### config.mk
export PLATFORM = sky130hd
export DESIGN_NAME = rsa_private_exponent
export DESIGN_NICKNAME = d
export VERILOG_FILES = /design/src/rsapx_pkg.sv /design/src/rsapx_div.sv /design/src/rsapx_dp.sv /design/src/rsapx_ctrl.sv /design/src/rsa_private_exponent.sv
export SDC_FILE = /design/constraint.sdc
export NUM_CORES = 2
export LEC_CHECK = 0
export BUFFER_PORTS_ARGS = -buffer_cell sky130_fd_sc_hd__buf_4
export CORE_MARGIN = 1
export CORE_UTILIZATION = 40
export CTS_CLUSTER_SIZE = 16
export DETAILED_ROUTE_END_ITERATION = 10
export HOLD_SLACK_MARGIN = 0.12
export SLEW_MARGIN = 5
export SYNTH_ARGS = -nofsm -noshare
export SYNTH_HDL_FRONTEND = slang
export SYNTH_SLANG_ARGS = --single-unit
export TNS_END_PERCENT = 30
### constraint.sdc
create_clock -name clock -period 11.9 [get_ports clock]
set_input_delay 2.975 -clock clock [delete_from_list [all_inputs] [get_ports clock]]
set_output_delay 2.975 -clock clock [all_outputs]
set_load 0.01 [all_outputs]
### src/rsapx_pkg.sv
package rsapx_pkg;

   localparam int PRIME_W     = 31;
   localparam int PRIME_BITS  = 31;
   localparam int EXP_W       = 62;
   localparam int T_W         = 64;
   localparam int NUM_W       = 64;
   localparam int CNT_W       = $clog2(NUM_W);
   localparam int GUARD_LIMIT = 128;
   localparam int GUARD_W     = $clog2(GUARD_LIMIT) + 1;
   localparam int STATUS_W    = 2;
   localparam int REQ_W       = 128;
   localparam int RSP_W       = 64;

   localparam logic [PRIME_W-1:0] PRIME_MASK = PRIME_W'((64'd1 << PRIME_BITS) - 64'd1);

   typedef enum logic [STATUS_W-1:0] {
      ST_OK          = 2'd0,
      ST_NOT_COPRIME = 2'd1,
      ST_BAD_MODULUS = 2'd2
   } status_type;

   typedef enum logic [3:0] {
      OP_NONE,
      OP_LOAD,
      OP_PHI,
      OP_DIV_RED,
      OP_INIT,
      OP_DIV_STEP,
      OP_STEP,
      OP_DIV_MOD,
      OP_SET_OK,
      OP_SET_NC,
      OP_SET_BAD,
      OP_EMIT
   } op_type;

   typedef struct packed {
      logic bad;
      logic div_busy;
      logic div_done;
      logic r_zero;
      logic r_one;
      logic guard_full;
   } sts_type;

endpackage

### src/rsapx_div.sv
module rsapx_div (
   input  logic                       clock,
   input  logic                       reset,
   input  logic                       start,
   input  logic [rsapx_pkg::NUM_W-1:0] num,
   input  logic [rsapx_pkg::EXP_W-1:0] den,
   input  logic [rsapx_pkg::T_W-1:0]   mult,
   output logic [rsapx_pkg::EXP_W-1:0] rem,
   output logic [rsapx_pkg::T_W-1:0]   prod,
   output logic                       busy,
   output logic                       done
);
   import rsapx_pkg::*;

   logic [NUM_W-1:0] num_ff;
   logic [EXP_W-1:0] den_ff;
   logic [T_W-1:0]   mult_ff;
   logic [EXP_W-1:0] rem_ff, rem_in;
   logic [T_W-1:0]   prod_ff, prod_in;
   logic [CNT_W-1:0] cnt_ff;
   logic             busy_ff, done_ff;
   logic [EXP_W:0]   trial;
   logic [EXP_W:0]   diff;
   logic             ge;

   always_comb begin
      trial   = {rem_ff, num_ff[NUM_W-1]};
      diff    = trial - {1'b0, den_ff};
      ge      = trial >= {1'b0, den_ff};
      rem_in  = ge ? diff[EXP_W-1:0] : trial[EXP_W-1:0];
      prod_in = {prod_ff[T_W-2:0], 1'b0} + (ge ? mult_ff : '0);
   end

   always_ff @(posedge clock) begin
      if (reset) begin
         busy_ff <= 1'b0;
         done_ff <= 1'b0;
         cnt_ff  <= '0;
      end else begin
         done_ff <= 1'b0;
         if (start) begin
            busy_ff <= 1'b1;
            cnt_ff  <= CNT_W'(NUM_W - 1);
         end else if (busy_ff) begin
            cnt_ff <= cnt_ff - 1'b1;
            if (cnt_ff == '0) begin
               busy_ff <= 1'b0;
               done_ff <= 1'b1;
            end
         end
      end
   end

   always_ff @(posedge clock) begin
      if (start) begin
         num_ff  <= num;
         den_ff  <= den;
         mult_ff <= mult;
         rem_ff  <= '0;
         prod_ff <= '0;
      end else if (busy_ff) begin
         num_ff  <= {num_ff[NUM_W-2:0], 1'b0};
         rem_ff  <= rem_in;
         prod_ff <= prod_in;
      end
   end

   assign rem  = rem_ff;
   assign prod = prod_ff;
   assign busy = busy_ff;
   assign done = done_ff;

   a_done_after_busy: assert property (@(posedge clock) disable iff (reset)
      done_ff |-> ($past(busy_ff) && !busy_ff))
      else $error("divider done without a finished run");

endmodule

### src/rsapx_dp.sv
module rsapx_dp (
   input  logic                          clock,
   input  logic                          reset,
   input  rsapx_pkg::op_type             op,
   input  logic [rsapx_pkg::PRIME_W-1:0] prime_p,
   input  logic [rsapx_pkg::PRIME_W-1:0] prime_q,
   input  logic [rsapx_pkg::EXP_W-1:0]   pub_exp,
   output rsapx_pkg::sts_type            sts,
   output logic [rsapx_pkg::EXP_W-1:0]   priv_exp,
   output rsapx_pkg::status_type         status
);
   import rsapx_pkg::*;

   logic [PRIME_W-1:0]   p_ff, q_ff;
   logic [EXP_W-1:0]     e_ff, phi_ff, r_prev_ff, r_cur_ff;
   logic [T_W-1:0]       t_prev_ff, t_cur_ff;
   logic [GUARD_W-1:0]   guard_ff;
   logic [EXP_W-1:0]     res_d_ff, priv_exp_ff;
   status_type           res_st_ff, status_ff;
   logic [PRIME_W-1:0]   pm1, qm1;
   logic [2*PRIME_W-1:0] phi_in;
   logic                 div_start;
   logic [NUM_W-1:0]     div_num;
   logic [EXP_W-1:0]     div_den;
   logic [T_W-1:0]       div_mult;
   logic [EXP_W-1:0]     div_rem;
   logic [T_W-1:0]       div_prod;
   logic                 div_busy, div_done;
   logic [EXP_W-1:0]     d_ok;

   always_comb begin
      pm1    = p_ff - 1'b1;
      qm1    = q_ff - 1'b1;
      phi_in = pm1 * qm1;
   end

   always_comb begin
      div_start = 1'b0;
      div_num   = NUM_W'(e_ff);
      div_den   = phi_ff;
      div_mult  = '0;
      case (op)
         OP_DIV_RED: begin
            div_start = 1'b1;
         end
         OP_DIV_STEP: begin
            div_start = 1'b1;
            div_num   = NUM_W'(r_prev_ff);
            div_den   = r_cur_ff;
            div_mult  = t_cur_ff;
         end
         OP_DIV_MOD: begin
            div_start = 1'b1;
            div_num   = t_prev_ff[T_W-1] ? (T_W'(0) - t_prev_ff) : t_prev_ff;
         end
         default: begin
            div_start = 1'b0;
         end
      endcase
   end

   rsapx_div u_div (
      .clock (clock),
      .reset (reset),
      .start (div_start),
      .num   (div_num),
      .den   (div_den),
      .mult  (div_mult),
      .rem   (div_rem),
      .prod  (div_prod),
      .busy  (div_busy),
      .done  (div_done)
   );

   always_comb begin
      if (!t_prev_ff[T_W-1]) begin
         d_ok = div_rem;
      end else if (div_rem == '0) begin
         d_ok = '0;
      end else begin
         d_ok = phi_ff - div_rem;
      end
   end

   always_ff @(posedge clock) begin
      case (op)
         OP_LOAD: begin
            p_ff <= prime_p & PRIME_MASK;
            q_ff <= prime_q & PRIME_MASK;
            e_ff <= pub_exp;
         end
         OP_PHI: begin
            phi_ff <= EXP_W'(phi_in);
         end
         OP_INIT: begin
            r_prev_ff <= phi_ff;
            r_cur_ff  <= div_rem;
            t_prev_ff <= '0;
            t_cur_ff  <= T_W'(1);
            guard_ff  <= '0;
         end
         OP_STEP: begin
            r_prev_ff <= r_cur_ff;
            r_cur_ff  <= div_rem;
            t_prev_ff <= t_cur_ff;
            t_cur_ff  <= t_prev_ff - div_prod;
            guard_ff  <= guard_ff + 1'b1;
         end
         OP_SET_OK: begin
            res_d_ff  <= d_ok;
            res_st_ff <= ST_OK;
         end
         OP_SET_NC: begin
            res_d_ff  <= '0;
            res_st_ff <= ST_NOT_COPRIME;
         end
         OP_SET_BAD: begin
            res_d_ff  <= '0;
            res_st_ff <= ST_BAD_MODULUS;
         end
         OP_EMIT: begin
            priv_exp_ff <= res_d_ff;
            status_ff   <= res_st_ff;
         end
         default: begin
            guard_ff <= guard_ff;
         end
      endcase
   end

   always_comb begin
      sts.bad        = (p_ff[PRIME_W-1:1] == '0) || (q_ff[PRIME_W-1:1] == '0);
      sts.div_busy   = div_busy;
      sts.div_done   = div_done;
      sts.r_zero     = r_cur_ff == '0;
      sts.r_one      = r_prev_ff == EXP_W'(1);
      sts.guard_full = guard_ff == GUARD_W'(GUARD_LIMIT);
   end

   assign priv_exp = priv_exp_ff;
   assign status   = status_ff;

   a_step_counts: assert property (@(posedge clock) disable iff (reset)
      (op == OP_STEP) |=> (guard_ff == $past(guard_ff) + 1'b1))
      else $error("step count did not advance");

endmodule

### src/rsapx_ctrl.sv
module rsapx_ctrl (
   input  logic               clock,
   input  logic               reset,
   input  logic               req_tvalid,
   output logic               req_tready,
   output logic               rsp_tvalid,
   input  logic               rsp_tready,
   input  rsapx_pkg::sts_type sts,
   output rsapx_pkg::op_type  op
);
   import rsapx_pkg::*;

   typedef enum logic [3:0] {
      S_IDLE,
      S_PHI,
      S_CHECK,
      S_RED,
      S_LOOP,
      S_STEP,
      S_MOD,
      S_EMIT
   } state_type;

   state_type state_ff, state_in;
   logic      rsp_valid_ff, rsp_valid_in;
   logic      out_free;

   assign out_free = !rsp_valid_ff || rsp_tready;

   always_comb begin
      state_in     = state_ff;
      op           = OP_NONE;
      rsp_valid_in = rsp_valid_ff && !rsp_tready;
      case (state_ff)
         S_IDLE: begin
            if (req_tvalid) begin
               op       = OP_LOAD;
               state_in = S_PHI;
            end
         end
         S_PHI: begin
            op       = OP_PHI;
            state_in = S_CHECK;
         end
         S_CHECK: begin
            if (sts.bad) begin
               op       = OP_SET_BAD;
               state_in = S_EMIT;
            end else begin
               op       = OP_DIV_RED;
               state_in = S_RED;
            end
         end
         S_RED: begin
            if (sts.div_done) begin
               op       = OP_INIT;
               state_in = S_LOOP;
            end
         end
         S_LOOP: begin
            if (!sts.r_zero && !sts.guard_full) begin
               op       = OP_DIV_STEP;
               state_in = S_STEP;
            end else if (!sts.r_one) begin
               op       = OP_SET_NC;
               state_in = S_EMIT;
            end else begin
               op       = OP_DIV_MOD;
               state_in = S_MOD;
            end
         end
         S_STEP: begin
            if (sts.div_done) begin
               op       = OP_STEP;
               state_in = S_LOOP;
            end
         end
         S_MOD: begin
            if (sts.div_done) begin
               op       = OP_SET_OK;
               state_in = S_EMIT;
            end
         end
         S_EMIT: begin
            if (out_free) begin
               op           = OP_EMIT;
               rsp_valid_in = 1'b1;
               state_in     = S_IDLE;
            end
         end
         default: begin
            state_in = S_IDLE;
         end
      endcase
   end

   always_ff @(posedge clock) begin
      if (reset) begin
         state_ff     <= S_IDLE;
         rsp_valid_ff <= 1'b0;
      end else begin
         state_ff     <= state_in;
         rsp_valid_ff <= rsp_valid_in;
      end
   end

   assign req_tready = state_ff == S_IDLE;
   assign rsp_tvalid = rsp_valid_ff;

   a_start_when_free: assert property (@(posedge clock) disable iff (reset)
      (op == OP_DIV_RED || op == OP_DIV_STEP || op == OP_DIV_MOD) |-> !sts.div_busy)
      else $error("divider started while busy");

   a_emit_when_free: assert property (@(posedge clock) disable iff (reset)
      (op == OP_EMIT) |-> (!rsp_valid_ff || rsp_tready))
      else $error("result overwritten before it was taken");

   a_wait_on_divider: assert property (@(posedge clock) disable iff (reset)
      ((state_ff == S_STEP || state_ff == S_MOD || state_ff == S_RED) && !sts.div_done)
      |-> sts.div_busy)
      else $error("waiting on an idle divider");

endmodule

### src/rsa_private_exponent.sv
// The number of Euclid steps is bounded at 128 by a guard counter; a bad modulus skips
// the divider and goes straight to the result.
// Each Euclid step, the first reduction and the final reduction run one pass of the shared
// restoring divider, which also accumulates the quotient times the coefficient.
// Throughput: one transaction at a time; the next is accepted while a result waits.
// Reset: synchronous, active high; clears the controller and the divider, drops rsp_tvalid.
module rsa_private_exponent (
   input  logic                          clock,
   input  logic                          reset,
   input  logic                          req_tvalid,
   output logic                          req_tready,
   // [30:0] prime_p, [61:31] prime_q, [123:62] pub_exp, [127:124] zero
   input  logic [rsapx_pkg::REQ_W-1:0]   req_tdata,
   output logic                          rsp_tvalid,
   input  logic                          rsp_tready,
   // [61:0] priv_exp, [63:62] zero
   output logic [rsapx_pkg::RSP_W-1:0]   rsp_tdata,
   // [1:0] status
   output logic [rsapx_pkg::STATUS_W-1:0] rsp_tuser
);
   import rsapx_pkg::*;

   op_type             op;
   sts_type            sts;
   logic [EXP_W-1:0]   priv_exp;
   status_type         status;
   logic [PRIME_W-1:0] prime_p, prime_q;
   logic [EXP_W-1:0]   pub_exp;

   assign prime_p = req_tdata[PRIME_W-1:0];
   assign prime_q = req_tdata[2*PRIME_W-1:PRIME_W];
   assign pub_exp = req_tdata[2*PRIME_W+EXP_W-1:2*PRIME_W];

   rsapx_ctrl u_ctrl (
      .clock      (clock),
      .reset      (reset),
      .req_tvalid (req_tvalid),
      .req_tready (req_tready),
      .rsp_tvalid (rsp_tvalid),
      .rsp_tready (rsp_tready),
      .sts        (sts),
      .op         (op)
   );

   rsapx_dp u_dp (
      .clock    (clock),
      .reset    (reset),
      .op       (op),
      .prime_p  (prime_p),
      .prime_q  (prime_q),
      .pub_exp  (pub_exp),
      .sts      (sts),
      .priv_exp (priv_exp),
      .status   (status)
   );

   assign rsp_tdata = {{(RSP_W-EXP_W){1'b0}}, priv_exp};
   assign rsp_tuser = status;

endmodule
==> results.py <==
metrics = {
    "run_status": {
        "outcome": "completed",
    },
    "worst_setup_path": {
        "max_stage_delay_ns": 0.60,
        "cp-start-kind": "register",
        "worstPathRequired_ns": 12.40,
        "critical_path_arrival_ns": 11.92,
        "reg2reg_depth": 33,
        "critPathKind": "register to register",
        "cp-end-kind": "register",
        "crit_fanout": 10,
        "critPathSlowestCell": "or4_1",
        "crit_top_cell": "fa_1",
    },
    "grt": {
        "overflow": 0,
        "grt_pass1_wl_mm": 412,
        "antenna_found_initial": 4,
        "grt_max_degree": 154,
        "grt_usage_pct": 26.7,
        "grt_pass1_vias": 64600,
    },
    "clocking": {
        "numCtsBuffers": 105,
        "tritoncts": "built",
        "cts_buffer_depth": 3,
        "path_clk_slew_ns": 0.06,
        "cts-htree-levels": 3,
        "cts_hold_buf": 0,
        "worstSkewPairLatency_ns": 0.79,
        "cts.sinks": 902,
        "postCtsSetupBuffers": 0,
        "root_buffer": "clkbuf_16",
    },
    "timing": {
        "slew_headroom_pct": 7.98,
        "worst_slew_pin_slew_ns": 1.38,
        "hold_violations": 0,
        "setup_viol": 0,
        "holdWs_ns": 0.398,
        "setup_tns_ns": 0,
        "fmax_mhz": 87.6,
        "finClkSkew_ns": 0.0652,
        "finalCritPeriodShare_pct": 96.0,
        "finalMaxSlewViolations": 0,
        "fin_crit_ns": 11.42,
        "rsz0062_at_grt": "no",
    },
    "synthesis": {
        "synth_top_area_share_pct": 28.0,
        "synth_top_area_cell": "edfxtp_1",
        "ys_warn_count": 0,
        "synth_seq_area_share_pct": 31.4,
        "ys_ff_latch": 902,
        "synth_async_sr_flop_share_pct": 0,
        "postSynthCellCount": 8738,
        "synth_edf_count": 764,
        "syn_area_per_cell_um2": 9.37,
        "ys_top_cells_by_area": "edfxtp_1, fa_1, ha_1",
        "yosysUniqueCellTypes": 97,
        "syn_area_um2": 81800,
        "synthFlopType": "edfxtp_1",
    },
    "finish": {
        "final_util_pct": 44.5,
        "fillCellCount": 19600,
        "layout.nets": 10300,
        "layout_common_cells": "nand2_1, inv_1, nor2_1",
        "stdcell_area_um2": 90200,
        "layout-area-overhead-vs-synth_pct": 10.1,
        "layout_commonest_cell": "nand2_1",
        "drive_gt1_share_pct": 7.19,
    },
    "detailed_routing": {
        "totalWireLength_mm": 279,
        "wl_per_cell_um": 24.2,
        "drtPass1Iterations": 7,
        "ant_nets": 0,
        "viasPerCell": 5.63,
        "drtIter0Drc": 5802,
        "post-route-drc-count": 0,
        "num_vias": 64900,
    },
    "floorplanning": {
        "io_pins": 200,
        "die_h_um": 454,
        "die_area_um2": 206000,
        "initial_core_util_pct": 40.4,
        "rows": 165,
        "die_w_um": 454,
        "fp.coreArea_um2": 203000,
    },
    "flow_run": {
        "drv_cap": 0,
    },
    "place": {
        "placed_area_um2": 86700,
        "dpl.hpwl_mm": 214,
        "portBuffers": 193,
        "gp_congestion": 0.960,
    },
    "hold_path": {
        "hold_class": "register to register",
        "whs_path_depth": 0,
    },
}
synthesized netlist by cell type, types with 8 or more instances:
| master | n |
|---|---|
| a21o_1 | 212 |
| nand2_1 | 1243 |
| nor4_1 | 67 |
| inv_1 | 1073 |
| nor3_1 | 91 |
| or4_1 | 14 |
| o21a_1 | 33 |
| fa_1 | 841 |
| buf_2 | 20 |
| a41oi_1 | 10 |
| nor2_1 | 899 |
| o21ai_1 | 9 |
| a31oi_1 | 73 |
| mux2i_1 | 48 |
| a211oi_1 | 41 |
| a311oi_1 | 34 |
| nor3b_1 | 8 |
| o22ai_1 | 31 |
| nand4_1 | 82 |
| o21bai_1 | 58 |
| xnor2_1 | 278 |
| clkbuf_1 | 394 |
| or2_2 | 15 |
| nor2b_1 | 39 |
| a21oi_1 | 399 |
| edfxtp_1 | 764 |
| o41ai_1 | 15 |
| buf_1 | 13 |
| and2_1 | 153 |
| and3_1 | 118 |
| xor2_1 | 183 |
| ha_1 | 510 |
| a221o_1 | 8 |
| nor2_2 | 12 |
| or3_1 | 34 |
| nand3_1 | 105 |
| o211ai_1 | 23 |
| dfxtp_1 | 138 |
| o31ai_1 | 43 |
| o21ai_0 | 315 |
| a22oi_1 | 46 |
| a21boi_0 | 8 |
| nand2b_1 | 83 |
| a221oi_1 | 31 |
stage by stage:
stage / worst slack (ns) / std cells
after detailed placement: 0.458 / 11300
after floorplan: 1.86 / 8739
after global routing: 0.0233 / 11500
final: 0.479 / 11500
after CTS: 0.422 / 11500
after global placement: 0.584 / 11300
layer usage:
layer,track usage (%),vias up,part of all wire [%]
met5,0,-,0
met4,14.6,0,6.3
met3,4.09,596,7.5
met2,43.2,2775,46
met1,34.4,32400,40
li1,-,29200,-
worst max-delay path, delay by kind of cell, from the launching register on:
| family | cells | cell delay, ns |
|---|---|---|
| fa+ha+maj | 9 | 4.42 |
| simple gates | 10 | 3.00 |
| compound gates | 10 | 2.46 |
| flops | 1 | 0.47 |
| xor+xnor | 2 | 0.46 |
| buf+inv | 2 | 0.33 |
cell type report:
cell class / count / area [µm²] / share of cell area, %
repair buffers: 363 / 2750 / 3.05
clock inverters: 59 / 594 / 0.659
well taps: 2672 / 3340 / 3.71
inverters: 1076 / 4050 / 4.49
diodes: 2 / 5.00 / 0.00555
clock buffers: 138 / 2860 / 3.18
flip-flops and latches: 902 / 25700 / 28.5
multi-input cells: 6325 / 50800 / 56.4
sequential cells by signal (all words and copies together), names as in the netlist, 3 cells and up:
register,count
u_dp.t_cur_ff,64
u_dp.t_prev_ff,64
u_dp.u_div.mult_ff,64
u_dp.u_div.num_ff,64
u_dp.u_div.prod,64
u_dp.e_ff,62
u_dp.phi_ff,62
u_dp.priv_exp,62
u_dp.r_cur_ff,62
u_dp.r_prev_ff,62
u_dp.res_d_ff,62
u_dp.u_div.den_ff,62
u_dp.u_div.rem,62
u_dp.p_ff,31
u_dp.q_ff,31
u_dp.guard_ff,8
u_dp.u_div.cnt_ff,6
u_ctrl.state_ff,3
kinds of logic (layout without fill, tap and decap cells):
group                      count (synthesis)  in the layout  share of synthesized area [%]
DFF                                      902            902                           31.4
adders and majority gates               1351           1351                           28.4
muxes                                     50             50                          0.615
xor gates and xnor gates                 466            466                           5.05
and+or+nand+nor                         2990           2990                           16.1
AOI/OAI and AO/OA                       1466           1466                           11.4
buffers and inverters                   1512           1636                           7.01
other                                      1              4                        0.00458
final timing paths:
check	startpoint	to	slack, ns
max	u_dp.q_ff[5]	u_dp.phi_ff[60]	0.48
min	u_dp.res_d_ff[33]	u_dp.priv_exp[33]	0.40
max reg2reg	u_dp.q_ff[5]	u_dp.phi_ff[60]	0.48
min reg2reg	u_dp.res_d_ff[33]	u_dp.priv_exp[33]	0.40
timing repair:
| item | 4_1_cts | 5_1_grt |
|---|---|---|
| endpoints found under the setup margin | 0 | 2 |
| hold endpoints to repair | 0 | 0 |
| gates resized for setup | 0 | 3 |
Power is left out: the tool's default activity adds up to more than one toggle a clock period on the data nets, which glitch-free logic cannot reach.
